<file path="src/sv/order_crossover_engine_top_macros.svh">
// ---------------------------------------------------------------------------
// Assertion macros for the order crossover engine
// Shared assertion forms used at the end of the top level.
// ---------------------------------------------------------------------------
`ifndef ORDER_CROSSOVER_ENGINE_TOP_MACROS_SVH
`define ORDER_CROSSOVER_ENGINE_TOP_MACROS_SVH

// Same-cycle implication, disabled during reset.
`define OCE_ASSERT_IMP(label, clk, rst_n, ante, cons) \
	label: assert property (@(posedge clk) disable iff (!(rst_n)) (ante) |-> (cons)) \
		else $error("order crossover engine check failed");

// Next-cycle implication, disabled during reset.
`define OCE_ASSERT_NEXT(label, clk, rst_n, ante, cons) \
	label: assert property (@(posedge clk) disable iff (!(rst_n)) (ante) |=> (cons)) \
		else $error("order crossover engine check failed");

`endif

</file>
<file path="src/sv/oce_ram.sv">
// ---------------------------------------------------------------------------
// Generic RAM
// One write port and one read port with registered read data.
// ---------------------------------------------------------------------------
`timescale 1ns / 1ps

module oce_ram #(
	parameter int WIDTH = 22,
	parameter int DEPTH = 64
) (
	input  logic                                     clk,
	input  logic                                     we,
	input  logic [((DEPTH > 1) ? $clog2(DEPTH) : 1)-1:0] waddr,
	input  logic [WIDTH-1:0]                         wdata,
	input  logic [((DEPTH > 1) ? $clog2(DEPTH) : 1)-1:0] raddr,
	output logic [WIDTH-1:0]                         rdata
);

	logic [WIDTH-1:0] mem_q [DEPTH];
	logic [WIDTH-1:0] rdata_q;

	always_ff @(posedge clk) begin
		if (we) begin
			mem_q[waddr] <= wdata;
		end
		rdata_q <= mem_q[raddr];
	end

	assign rdata = rdata_q;

endmodule

</file>
<file path="config.mk">
export PLATFORM = sky130hd
export DESIGN_NAME = oce_ram
export DESIGN_NICKNAME = d
export VERILOG_FILES = /design/src/sv/order_crossover_engine_top_macros.svh /design/src/sv/oce_ram.sv
export SDC_FILE = /design/constraint.sdc
export NUM_CORES = 1
export LEC_CHECK = 0
export BUFFER_PORTS_ARGS = -buffer_cell sky130_fd_sc_hd__buf_2
export CAP_MARGIN = 40
export CORE_ASPECT_RATIO = 1.4
export CORE_MARGIN = 1
export CORE_UTILIZATION = 45
export CTS_CLUSTER_SIZE = 24
export DETAILED_ROUTE_END_ITERATION = 6
export PLACE_DENSITY = 0.6
export SYNTH_ARGS = -nofsm -noshare
export SYNTH_HDL_FRONTEND = slang
export SYNTH_SLANG_ARGS = --single-unit
export TNS_END_PERCENT = 1
</file>
<file path="constraint.sdc">
create_clock -name clk -period 6.5 [get_ports clk]
set_input_delay 1.3 -clock clk [delete_from_list [all_inputs] [get_ports clk]]
set_output_delay 1.3 -clock clk [all_outputs]
set_load 0.005 [all_outputs]
</file>
======== After elaboration in Yosys (flattened, before gate mapping) ========
Memory sizes are Yosys's and may differ from the RTL's. A register that Yosys moved wholly into a read port is not among the register bits.
Index checks and enable logic that the tools add are counted.
word-level totals
  bits in registers ....................... 0
  RAM bits ................................ 1408
  logic and storage cells ................. 3
  memories ................................ 1
memories
  name   depth  width  read ports  clocked after Yosys merged registers in  write ports  RTL line       RTL
  mem_q  64     22     1           1                                        1            oce_ram.sv:19  logic [WIDTH-1:0] mem_q [DEPTH];
cells by class
  multiplexer cells ....................... 2
operator list
  kind     number
  $mux W1  2

======== Longest topological paths before layout ========
  depth after elaboration ................. 2
  gate-level depth with buffers ........... 9
  depth with buffers taken out ............ 5

======== Worst setup path before layout ========
No wires, ideal clock.
  path type ............................... input -> register
  from .................................... input waddr[3] (netlist name)
  to ...................................... memory mem_q[48][0] (enable)
  setup time .............................. 0.429 ns
  arrival ................................. 3.359 ns
  path slack .............................. 2.712 ns
  cell stages on the path ................. 4
  buffers on the path ..................... 1
  cell sequence ........................... clkbuf_1 nor2b_1 nand4b_1 nor3_1
RTL lines
  element             RTL line       RTL
  start: declaration  oce_ram.sv:13  input logic [((DEPTH > 1) ? $clog2(DEPTH) : 1)-1:0] waddr,
  end: declaration    oce_ram.sv:19
No word-level cell before the write port.

==> results.md <==
* Critical path class: in2reg
* CTS-repair resized insts at 0
* Min-Delay Path Class: reg2reg
* Leakage at 0.0192 uW
* CTS HTree Levels at 4
* Final Max Tran Viols at 0
* Number of search-and-repair iterations in the first detailed-routing pass at 7
* Sort of element at the start of the critical path: input pin
* Residual DRC count at 0
* Total via count in the routed design at 25485
* Buffers inserted by post-CTS timing repair at 0
* Instance area at placement at 57600 um^2
* Syn avg cell area at 23.1 um^2
* 1st-iter DRT viols at 2773
* Via count of the first global-routing pass at 26319
* Sink count of the clock tree at 1430
* PD cells at 303 nW/um^2
* Weighted congestion at the end of routability-driven global placement at 0.817
* Hold Violations, Final at 0
* Primary FF master, synth: sky130_fd_sc_hd__edfxtp_1
* Via count normalized by instance count at 6.01
* Arr. time, crit path at 4520 ps
* Number of enable-type register cells in the synthesized netlist at 1408
* Final Util at 51.6%
* Most numerous cell types in the synthesized netlist: sky130_fd_sc_hd__edfxtp_1 (1408), sky130_fd_sc_hd__mux4_2 (352), sky130_fd_sc_hd__nor2_1 (82)
* Wire length on met1 at 53600 um
* Die ar. at 122000 um^2
* Multi-input gate area in the final layout at 11100 um^2
* Final antenna-violating net count at 0
* TritonCTS clock tree: built
* Post-synthesis net count at 2385
* Worst r2r path cells at 4
* Biggest area contributors in the synthesized netlist: sky130_fd_sc_hd__edfxtp_1 (78%), sky130_fd_sc_hd__mux4_2 (15%), sky130_fd_sc_hd__mux2i_1 (1.3%)
* Overall fraction of global-route tracks in use at 22.7%
* Post-Syn Area at 54300 um^2
* Sequential cell area fraction in the yosys report at 78.7%
* Clk Tree Root Cell: sky130_fd_sc_hd__clkbuf_16
* Metal3 WL at 8570 um
* Hold-critical path depth at 3
* Shortest clock period the worst path allows after layout at 3930 ps
* Kind of end point of the critical path: flip-flop
* Yosys warning total at 0
* Fraction of synthesis flops using an asynchronous set or reset pin at 0%
* Number of failing setup endpoints in the final timing report at 0
* Data required time of the worst path at 7090 ps
* Effective utilization at floorplan at 45.4%
* Global-route wire length before repair at 194000 um
* Worst clock skew on the final layout at 21.7 ps
* Total core area at 120000 um^2
* Maximum number of pins on one net before global-route repair at 94
* Unrepaired setup endpoints after global routing: no
* Count leader, synth: sky130_fd_sc_hd__edfxtp_1
* Highest net fanout along the worst path at 79
* Chip Width at 295 um
* Register bit total from synthesis at 1430
* Number of nets in the finished design at 2573
* Run status: finished clean
* Distinct cells, synth at 38
* Number of antenna violations at the first check in global routing at 8
* Number of instances in the placed design at 3998
* Non-Filler Instances at 4237
* Seq. cell area at 42700 um^2
* Finished Cell Area at 61700 um^2
* Drt wl/cell at 31.9 um
* Routed wire length at 135000 um
* Uppermost signal routing layer after detailed routing: met5
* Area fraction of the dominant cell type after synthesis at 77.9%
* Cell count after synthesis at 2349
* Count of hold-fix buffers inserted at cts at 0
* Worst-case headroom to the max-slew limit at 25.6%
* Final period util at 60.5%
* Clock transition at the register clock pins on the worst setup and hold paths after CTS at 60 ps
* Clock buffer depth at 3
* Clock latency at the later pin of the worst-skew pair at 740 ps
* Grt total ovfl at 0
* Most area-hungry cell type in the Yosys netlist: sky130_fd_sc_hd__edfxtp_1
* Tot Pwr at 18700 uW
* Slew at the pin with the worst max-slew slack at 1120 ps
* Aggregate negative setup slack at 0 ps
* Layout Area Growth over Synthesis at 13.7%
* Number of buffers created by CTS at 133
* Share of post-route cells with drive strength above 1 at 30.4%
* Placed wire-length estimate after detailed placement at 81100 um
* FP Rows at 150
* Number of fill cells at 9245
* Height of the die at 413 um
* Fmax achieved at 254 MHz
* Max-capacitance violation count at 0
* IR Drop Worst-Case VDD at 0.268 mV
* IO Port Bufs at 57
* Detailed-routed wire length on met2 at 69000 um
* IO Count at 58
==> worst paths after layout <==
path / start / end / slack, ps
max: raddr[0] / rdata[20]$_DFF_P_ / 2570
min: mem_q[38][16]$_DFFE_PP_ / rdata[16]$_DFF_P_ / 860
max reg2reg: mem_q[10][20]$_DFFE_PP_ / rdata[20]$_DFF_P_ / 4160
min reg2reg: mem_q[38][16]$_DFFE_PP_ / rdata[16]$_DFF_P_ / 860
==> placed cells by master (no fill, tap or decap), drive strengths merged, types with 19 or more instances in the layout <==
master,netlist,final
nand2,21,21
edfxtp,1408,1408
a21oi,19,19
clkbuf,57,171
clkinv,0,43
nor2,82,82
a22o,22,22
a22oi,44,44
mux2i,70,70
nand3,27,27
buf,77,187
mux4,352,352
dfxtp,22,22
a221oi,20,20
o21ai,23,23
==> final cells by class <==
class | instances | area share, %
Sequential cell | 1430 | 69.2
Clock inverter | 62 | 0.876
Timing Repair Buffer | 187 | 2.80
Clock buffer | 171 | 5.81
Multi-Input combinational cell | 785 | 18.0
Antenna cell | 6 | 0.0243
Tap cell | 1596 | 3.24
==> flip-flops by register name, indices dropped and copies added (netlist names) <==
signal and cells:
mem_q 1408, rdata 22
==> logic make-up after synthesis <==
| family | after synthesis | synth area share, % |
|---|---|---|
| AOI/OAI and AO/OA | 176 | 2.37 |
| buffers and inverters | 134 | 1.25 |
| DFF | 1430 | 78.7 |
| muxes | 434 | 16.2 |
| and+or+nand+nor | 175 | 1.50 |
==> power breakdown <==
| group | switching, uW | total, uW | internal, uW |
|---|---|---|---|
| clock network | 3280 | 7530 | 4250 |
| registers | 35.2 | 10200 | 10200 |
| logic | 591 | 939 | 348 |
==> per-stage QoR <==
step           setup WS (ps)  hold WS, ps
2_1_floorplan           2710          727
3_3_place_gp            1800          839
3_5_place_dp            1820          845
4_1_cts                 2640          859
5_1_grt                 2480          885
6_report                2570          857
==> worst max-delay path, stage by stage <==
cell                       delay [ps]
sky130_fd_sc_hd__buf_8            750
sky130_fd_sc_hd__buf_4            460
sky130_fd_sc_hd__mux4_2           570
sky130_fd_sc_hd__mux4_2           530
sky130_fd_sc_hd__o221ai_1         640
sky130_fd_sc_hd__o21ai_0          180
==> routing by layer <==
layer	global-route usage, %	up-vias
li1	-	10429
met1	30.1	13944
met2	38.2	924
met3	4.24	184
met4	6.65	4
met5	0	-
No activity file was read; power rests on OpenSTA's default activity.
