--- config.mk ---
export PLATFORM = sky130hd
export DESIGN_NAME = oce_twister
export DESIGN_NICKNAME = d
export VERILOG_FILES = /design/src/sv/order_crossover_engine_top_macros.svh /design/src/sv/oce_pkg.sv /design/src/sv/oce_twister.sv
export SDC_FILE = /design/constraint.sdc
export NUM_CORES = 1
export LEC_CHECK = 0
export BUFFER_PORTS_ARGS = -buffer_cell sky130_fd_sc_hd__buf_2
export CORE_UTILIZATION = 50
export CTS_BUF_LIST = sky130_fd_sc_hd__clkbuf_2 sky130_fd_sc_hd__clkbuf_4 sky130_fd_sc_hd__clkbuf_8
export CTS_CLUSTER_SIZE = 40
export DETAILED_ROUTE_END_ITERATION = 12
export PLACE_DENSITY_LB_ADDON = 0.3
export SLEW_MARGIN = 10
export SYNTH_ARGS = -nofsm -noshare
export SYNTH_HDL_FRONTEND = slang
export SYNTH_SLANG_ARGS = --single-unit
export TNS_END_PERCENT = 10
--- constraint.sdc ---
create_clock -name clk -period 11.1 [get_ports clk]
set_input_delay 2.22 -clock clk [delete_from_list [all_inputs] [get_ports clk]]
set_output_delay 2.22 -clock clk [all_outputs]
set_load 0.03 [all_outputs]
--- src/sv/order_crossover_engine_top_macros.svh ---
// ---------------------------------------------------------------------------
// Assertion macros for the order crossover engine
// Shared assertion forms used at the end of the top level.
// ---------------------------------------------------------------------------
`ifndef ORDER_CROSSOVER_ENGINE_TOP_MACROS_SVH
`define ORDER_CROSSOVER_ENGINE_TOP_MACROS_SVH

// Same-cycle implication, disabled during reset.
`define OCE_ASSERT_IMP(label, clk, rst_n, ante, cons) \
	label: assert property (@(posedge clk) disable iff (!(rst_n)) (ante) |-> (cons)) \
		else $error("order crossover engine check failed");

// Next-cycle implication, disabled during reset.
`define OCE_ASSERT_NEXT(label, clk, rst_n, ante, cons) \
	label: assert property (@(posedge clk) disable iff (!(rst_n)) (ante) |=> (cons)) \
		else $error("order crossover engine check failed");

`endif

--- src/sv/oce_pkg.sv ---
// ---------------------------------------------------------------------------
// Order crossover engine package
// Field widths, register indexes, state types and twister helper functions.
// ---------------------------------------------------------------------------
`timescale 1ns / 1ps

package oce_pkg;

	localparam int KEY_W  = 6;
	localparam int ROT_W  = 16;
	localparam int GENE_W = KEY_W + ROT_W;
	localparam int POS_W  = 6;
	localparam int KEY_SPACE = 1 << KEY_W;
	localparam int CFG_W  = 32;

	typedef logic [KEY_W-1:0]  key_t;
	typedef logic [ROT_W-1:0]  rot_t;
	typedef logic [POS_W-1:0]  pos_t;
	typedef logic [CFG_W-1:0]  cfg_data_t;
	typedef logic [0:0]        cfg_index_t;

	localparam cfg_index_t REG_GENE_COUNT = 1'b0;
	localparam cfg_index_t REG_SEED       = 1'b1;

	localparam logic [6:0]  GENE_COUNT_RST = 7'd1;
	localparam logic [31:0] SEED_RST       = 32'd5489;

	localparam logic [31:0] MT_MULT   = 32'd1812433253;
	localparam logic [31:0] MT_MATRIX = 32'h9908b0df;
	localparam logic [8:0]  MT_LAST   = 9'd398;
	localparam logic [8:0]  MT_M_IDX  = 9'd397;

	typedef enum logic [3:0] {
		ST_IDLE,
		ST_SEED,
		ST_DIV1,
		ST_DIV2,
		ST_COPY,
		ST_FILL_RD,
		ST_FILL_CHK,
		ST_FILL_SEEK,
		ST_EMIT,
		ST_WRAP
	} oce_state_t;

	typedef enum logic [1:0] {
		MT_IDLE,
		MT_RUN,
		MT_DONE
	} mt_state_t;

	function automatic logic [31:0] mt_regen(input logic [31:0] cur, input logic [31:0] nxt,
		input logic [31:0] far);
		logic [31:0] y;
		logic [31:0] v;
		begin
			y = {cur[31], nxt[30:0]};
			v = far ^ (y >> 1);
			if (y[0]) begin
				v = v ^ MT_MATRIX;
			end
			return v;
		end
	endfunction

	function automatic logic [31:0] mt_temper(input logic [31:0] x);
		logic [31:0] y;
		begin
			y = x;
			y = y ^ (y >> 11);
			y = y ^ ((y << 7) & 32'h9d2c5680);
			y = y ^ ((y << 15) & 32'hefc60000);
			y = y ^ (y >> 18);
			return y;
		end
	endfunction

endpackage

--- src/sv/oce_twister.sv ---
// ---------------------------------------------------------------------------
// Twister cut-point generator
// Runs the seeding recurrence through one multiplier and returns the first
// two tempered outputs of the regenerated state.
// ---------------------------------------------------------------------------
`timescale 1ns / 1ps

module oce_twister (
	input  logic        clk,
	input  logic        arst_n,
	input  logic        start,
	input  logic [31:0] seed,
	output logic        done,
	output logic [31:0] r1,
	output logic [31:0] r2
);

	import oce_pkg::*;

	mt_state_t   state_q, state_nx;
	logic [8:0]  i_q;
	logic [31:0] p_q;
	logic [31:0] s0_q, s1_q, s2_q, s397_q, s398_q;
	logic [31:0] mix;
	logic [31:0] prod;
	logic        run;

	always_comb begin
		state_nx = state_q;
		unique case (state_q)
			MT_IDLE: begin
				if (start) begin
					state_nx = MT_RUN;
				end
			end
			MT_RUN: begin
				if (i_q == MT_LAST) begin
					state_nx = MT_DONE;
				end
			end
			MT_DONE: state_nx = MT_IDLE;
			default: state_nx = MT_IDLE;
		endcase
	end

	always_comb begin
		run  = 1'b0;
		done = 1'b0;
		unique case (state_q)
			MT_IDLE: ;
			MT_RUN:  run = 1'b1;
			MT_DONE: done = 1'b1;
			default: ;
		endcase
	end

	assign mix  = p_q ^ (p_q >> 30);
	assign prod = MT_MULT * mix + {23'd0, i_q};

	always_ff @(posedge clk or negedge arst_n) begin
		if (!arst_n) begin
			state_q <= MT_IDLE;
			i_q     <= '0;
		end else begin
			state_q <= state_nx;
			if (start && state_q == MT_IDLE) begin
				i_q <= 9'd1;
			end else if (run) begin
				i_q <= i_q + 9'd1;
			end
		end
	end

	always_ff @(posedge clk) begin
		if (start && state_q == MT_IDLE) begin
			p_q  <= seed;
			s0_q <= seed;
		end else if (run) begin
			p_q <= prod;
			if (i_q == 9'd1) begin
				s1_q <= prod;
			end
			if (i_q == 9'd2) begin
				s2_q <= prod;
			end
			if (i_q == MT_M_IDX) begin
				s397_q <= prod;
			end
			if (i_q == MT_LAST) begin
				s398_q <= prod;
			end
		end
	end

	assign r1 = mt_temper(mt_regen(s0_q, s1_q, s397_q));
	assign r2 = mt_temper(mt_regen(s1_q, s2_q, s398_q));

endmodule

; Word-level counts from Yosys, hierarchy flattened
; Index checks and enable logic that the tools add are counted.
; W data, S select, Z words.
[totals]
register_bits = 202
in_bits = 35
elab_cells = 52
[op_classes]
add_sub_neg = 2
mul = 1
n_eq_ne = 8
mux = 11
n_bitwise = 14
reduce_logical = 8
[ops]
columns = op, n
row1 = $mux W32, 4
row2 = $xor A32 B32 Y32, 4
row3 = $xor A32 B14 Y32, 2
row4 = $xor A32 B21 Y32, 2
row5 = $xor A32 B31 Y32, 2
row6 = $add A32 B9 Y32, 1
row7 = $mul A31 B32 Y32 const A, 1
row8 = $xor A32 B2 Y32, 1
row9 = $not A15 Y15, 2
row10 = $eq A9 B9 Y1 const B, 2
row11 = $mux W9, 2
row12 = $reduce_and A3 Y1, 4
row13 = $add A9 B1 Y9 const B, 1
row14 = $eq A9 B1 Y1 const B, 1
row15 = $eq A9 B2 Y1 const B, 1
row16 = $mux W2, 2
row17 = $ne A2 B2 Y1 const B, 2
row18 = $pmux W2 S2, 1
row19 = $eq A2 B1 Y1 const B, 1
row20 = $eq A2 B2 Y1 const B, 1
row21 = $logic_not A2 Y1, 1
row22 = $mux W1, 2
row23 = $reduce_and A2 Y1, 1
row24 = $reduce_bool A2 Y1, 1
row25 = 2 further kinds, 2

; Longest topological paths before layout
[depth]
word_depth = 7
ltp_mapped = 24
ltp_nobuf = 24

; Least setup slack after synthesis
; OpenSTA, ideal clock, no wires.
[synth_path]
path_kind = register to register
startpoint = reg p_q[30]
endpoint = reg p_q[27] (data pin)
setup_time_ns = 0.260
arrival_time_ns = 6.365
path_slack_ns = 4.475
stages_incl_launch_ff = 25
n_path_buf = 0
period_less_slack_ns = 6.625
cell_sequence = edfxtp_1 -> xor2_1 -> xor2_1 -> ha_1 -> or2_2 -> ha_1 -> inv_1 -> fa_1 -> inv_1 -> ha_1 -> fa_1 -> fa_1 -> fa_1 -> inv_1 -> fa_1 -> inv_1 -> ha_1 -> a21o_1 -> a21o_1 -> a21oi_1 -> inv_1 -> a22oi_1 -> a31oi_1 -> xor2_1 -> mux2_2
[synth_between]
elab_chain_cells = 5
[synth_lines]
columns = item, line
row1 = from (decl), oce_twister.sv:22  ; logic [31:0] p_q;
row2 = from (signal assigned), oce_twister.sv:79  ; p_q <= prod;
row3 = $xor A32 B2 Y32, oce_twister.sv:57  ; assign mix = p_q ^ (p_q >> 30);
row4 = $mul A31 B32 Y32, oce_twister.sv:58  ; assign prod = MT_MULT * mix + {23'd0, i_q};
row5 = $add A32 B9 Y32, oce_twister.sv:58
row6 = net prod[27], oce_twister.sv:25  ; logic [31:0] prod;
row7 = $mux W32, oce_twister.sv:78  ; end else if (run) begin
row8 = $mux W32, oce_twister.sv:75  ; if (start && state_q == MT_IDLE) begin
; The timed path passes the listed nets, and every way through them passes these cells. The select of a mux whose other input is x is not followed.
; A chain may end at the register's enable or synchronous reset.

; Final worst setup path
[layout_path]
startpoint = reg p_q[31]
endpoint = reg p_q[27] (data pin)
; Same word-level chain as after synthesis.

==> metrics.md <==
| Metric | Value |
|---|---|
| Register-to-Register Path Depth | 24 |
| Worst EP required | 11.31 ns |
| Post-CTS setup buffer count | 0 |
| Synth Instances | 1358 |
| Root buf cell | clkbuf_8 |
| Setup TNS | 0 ns |
| Area of the mapped netlist | 15900 um2 |
| Fillers | 2631 |
| Fin worst setup slack | 4.18 ns |
| Most common cell after layout, fill and taps aside | inv_1 |
| Period utilization | 0.624 |
| Post-synth cell types | 53 |
| Routed len/inst | 20.4 um |
| Kind of critical path | flop to flop |
| Vias in the first global route | 10265 |
| Vias per Instance | 5.25 |
| First-pass GRT wire length | 59700 um |
| Die Wd | 180 um |
| Final Skew | 0.0314 ns |
| Final setup fails | 0 |
| Initial Util | 0.514 |
| Hold Vio Cnt, Final | 0 |
| Initial antenna violation count | 0 |
| Max-slew headroom | 0.311 |
| HP Class | flop to flop |
| Largest net degree at the start of global routing | 42 |
| Sequential-to-total area share from yosys stat | 0.319 |
| CP max FO | 6 |
| Worst r2r dst | p_q[27] |
| Die Y | 180 um |
| Num rows | 64 |
| Number of top-level pins | 100 |
| Input/output buffers | 99 |
| Total CTS buffers | 17 |
| Fin. max-slew vios | 0 |
| Core area | 31000 um2 |
| Area growth from synthesis to layout | 8.77% |
| Die area | 32600 um2 |
| Hold_buf cts | 0 |
| Crit path capture | p_q[27] |
| Total routing usage reported by global routing | 0.245 |
| Routability Congestion | 0.933 |
| Syn_area_per_cell | 11.7 um2 |
| Startpoint Class | flop |
| Clk Latency, worst-skew pair | 0.47 ns |
| Synthesis-stage register bit count | 171 |
| Asr flop ratio synth | 0.0643 |
| DP HPWL | 31400 um |
| Drt first pass iters | 6 |
| Register clock-pin slew on the reported worst setup and hold paths | 0.12 ns |
| # H-tree levels | 4 |
| Slew @ Worst Pin | 1.03 ns |
| Via count | 9860 |
| RSZ-0062 raised after global routing | no |
| Setup Slack @ Placement | 4.27 ns |
| CTS Buffer Depth | 2 |
| Max-cap viol count | 0 |
| Number of warnings issued by yosys | 0 |
| Critical path origin | p_q[31] |
| Diode count | 0 |
| Post-CTS Resized | 0 |
| Ys flop type | edfxtp_1 |
| Number of flops mapped to enable cells by yosys | 160 |
| Initial DRC Count | 729 |
| CTS tree | yes |
| Outcome | finished clean |
| Crit path DAT | 7.14 ns |
| Multi-input gate area | 9860 um2 |
| Number of remaining DRC errors | 0 |
| Routed Antenna Nets | 0 |
| Fmax | 144 MHz |
| Layout cell share with drive strength beyond 1 | 0.109 |
| Aggregate routed wire length | 38300 um |
| Reg2reg setup slack | 4.18 ns |
| CTS Sinks | 171 |
| Sequential Area | 5080 um2 |
| Final Net Count | 1898 |
| Fin crit period | 6.92 ns |
| GR Overflow Total | 0 |
| Reg-to-Reg Start | p_q[31] |
| Setup crit end kind | flop |
| Syn Nets | 1785 |
| Most frequent cells in the layout | 253 x inv_1, 241 x ha_1, 191 x xnor2_1 |
| Util after Layout | 0.559 |
[worst max-delay path: stages (launching register included)]
cell and delay, ns:
edfxtp_1 0.47, xor2_1 0.39, xor2_1 0.25, ha_1 0.26
or2_2 0.30, ha_1 0.27, inv_1 0.05, fa_1 0.48
inv_1 0.04, ha_1 0.18, fa_1 0.46, fa_1 0.50
fa_1 0.49, inv_1 0.05, fa_1 0.47, inv_1 0.04
ha_1 0.35, a21o_1 0.23, a21o_1 0.18, a21oi_1 0.18
inv_1 0.08, a22oi_1 0.26, a31oi_1 0.19, xor2_1 0.22
mux2_2 0.29
[synth_stat cells (all sizes together), types with 2 or more instances]
cell type / number / area [um2]
nand4: 6 / 37.5
clkbuf: 10 / 37.5
xor2: 70 / 613
nor2b: 6 / 37.5
a211oi: 6 / 45.0
o211ai: 5 / 51.3
nand2: 67 / 251
a21oi: 22 / 121
xnor2: 191 / 1670
o21a: 3 / 22.5
o21bai: 2 / 15.0
nor4: 3 / 18.8
ha: 241 / 3020
edfxtp: 160 / 4800
and3: 9 / 56.3
a21boi: 2 / 15.0
or3: 2 / 12.5
fa: 151 / 3020
mux2: 10 / 113
nor2: 27 / 101
a211o: 2 / 18.8
nor3: 6 / 30.0
a31oi: 6 / 37.5
or2: 3 / 18.8
nand2b: 4 / 25.0
a22o: 2 / 26.3
dfrtp: 11 / 275
o21ai: 19 / 95.1
nand3: 19 / 95.1
buf: 4 / 17.5
nor3b: 2 / 15.0
and2: 3 / 18.8
o22ai: 3 / 18.8
inv: 253 / 950
o31ai: 2 / 15.0
a21o: 14 / 105
[metrics by stage]
step	std cells	hold WS (ns)	instance area (um2)
CTS	1879	0.555	17300
global placement	1848	0.519	16900
finish	1879	0.556	17300
detailed placement	1848	0.538	16900
global route	1879	0.582	17300
floorplan	1358	0.496	15900
[registers in the layout, summed over array words and instances, names as in the netlist]
register and count:
p_q 32, s2_q 31, s0_q 1, state_q 2, s1_q 32, s398_q 32
s397_q 32, i_q 9
[worst min path at each step]
stage,startpoint,endpoint,cells after the start
final,i_q[6],i_q[6],1
after global routing,i_q[6],i_q[6],1
after CTS,i_q[6],i_q[6],1
after detailed placement,i_q[6],i_q[6],1
after global placement,i_q[6],i_q[6],1
after floorplan,i_q[7],i_q[7],1
[cells by family after synthesis]
logic type / after synthesis / share of synthesized area
adders and majority gates: 392 / 0.379
DFF: 171 / 0.319
and+or+nand+nor: 162 / 0.0478
AOI/OAI and AO/OA: 95 / 0.0406
muxes: 10 / 0.00707
xor gates and xnor gates: 261 / 0.143
buffers and inverters: 267 / 0.0631
[metal layers]
layer	wire length, um	global-route usage	share of wire
met5	0	0	0
met4	810	0.0694	0.021
met3	2490	0.0422	0.065
met2	17600	0.399	0.46
met1	17400	0.338	0.45
[cell type report]
cell class,instances,area share
tap,396,0.0286
inverter,253,0.0548
clock buffer,17,0.0135
sequential,171,0.293
timing repair buffer,108,0.0325
clock inverter,14,0.00866
multi-input combinational,920,0.569
Power is not shown: default switching activity piles up to over one toggle a cycle in this logic, so the estimate is an artifact.
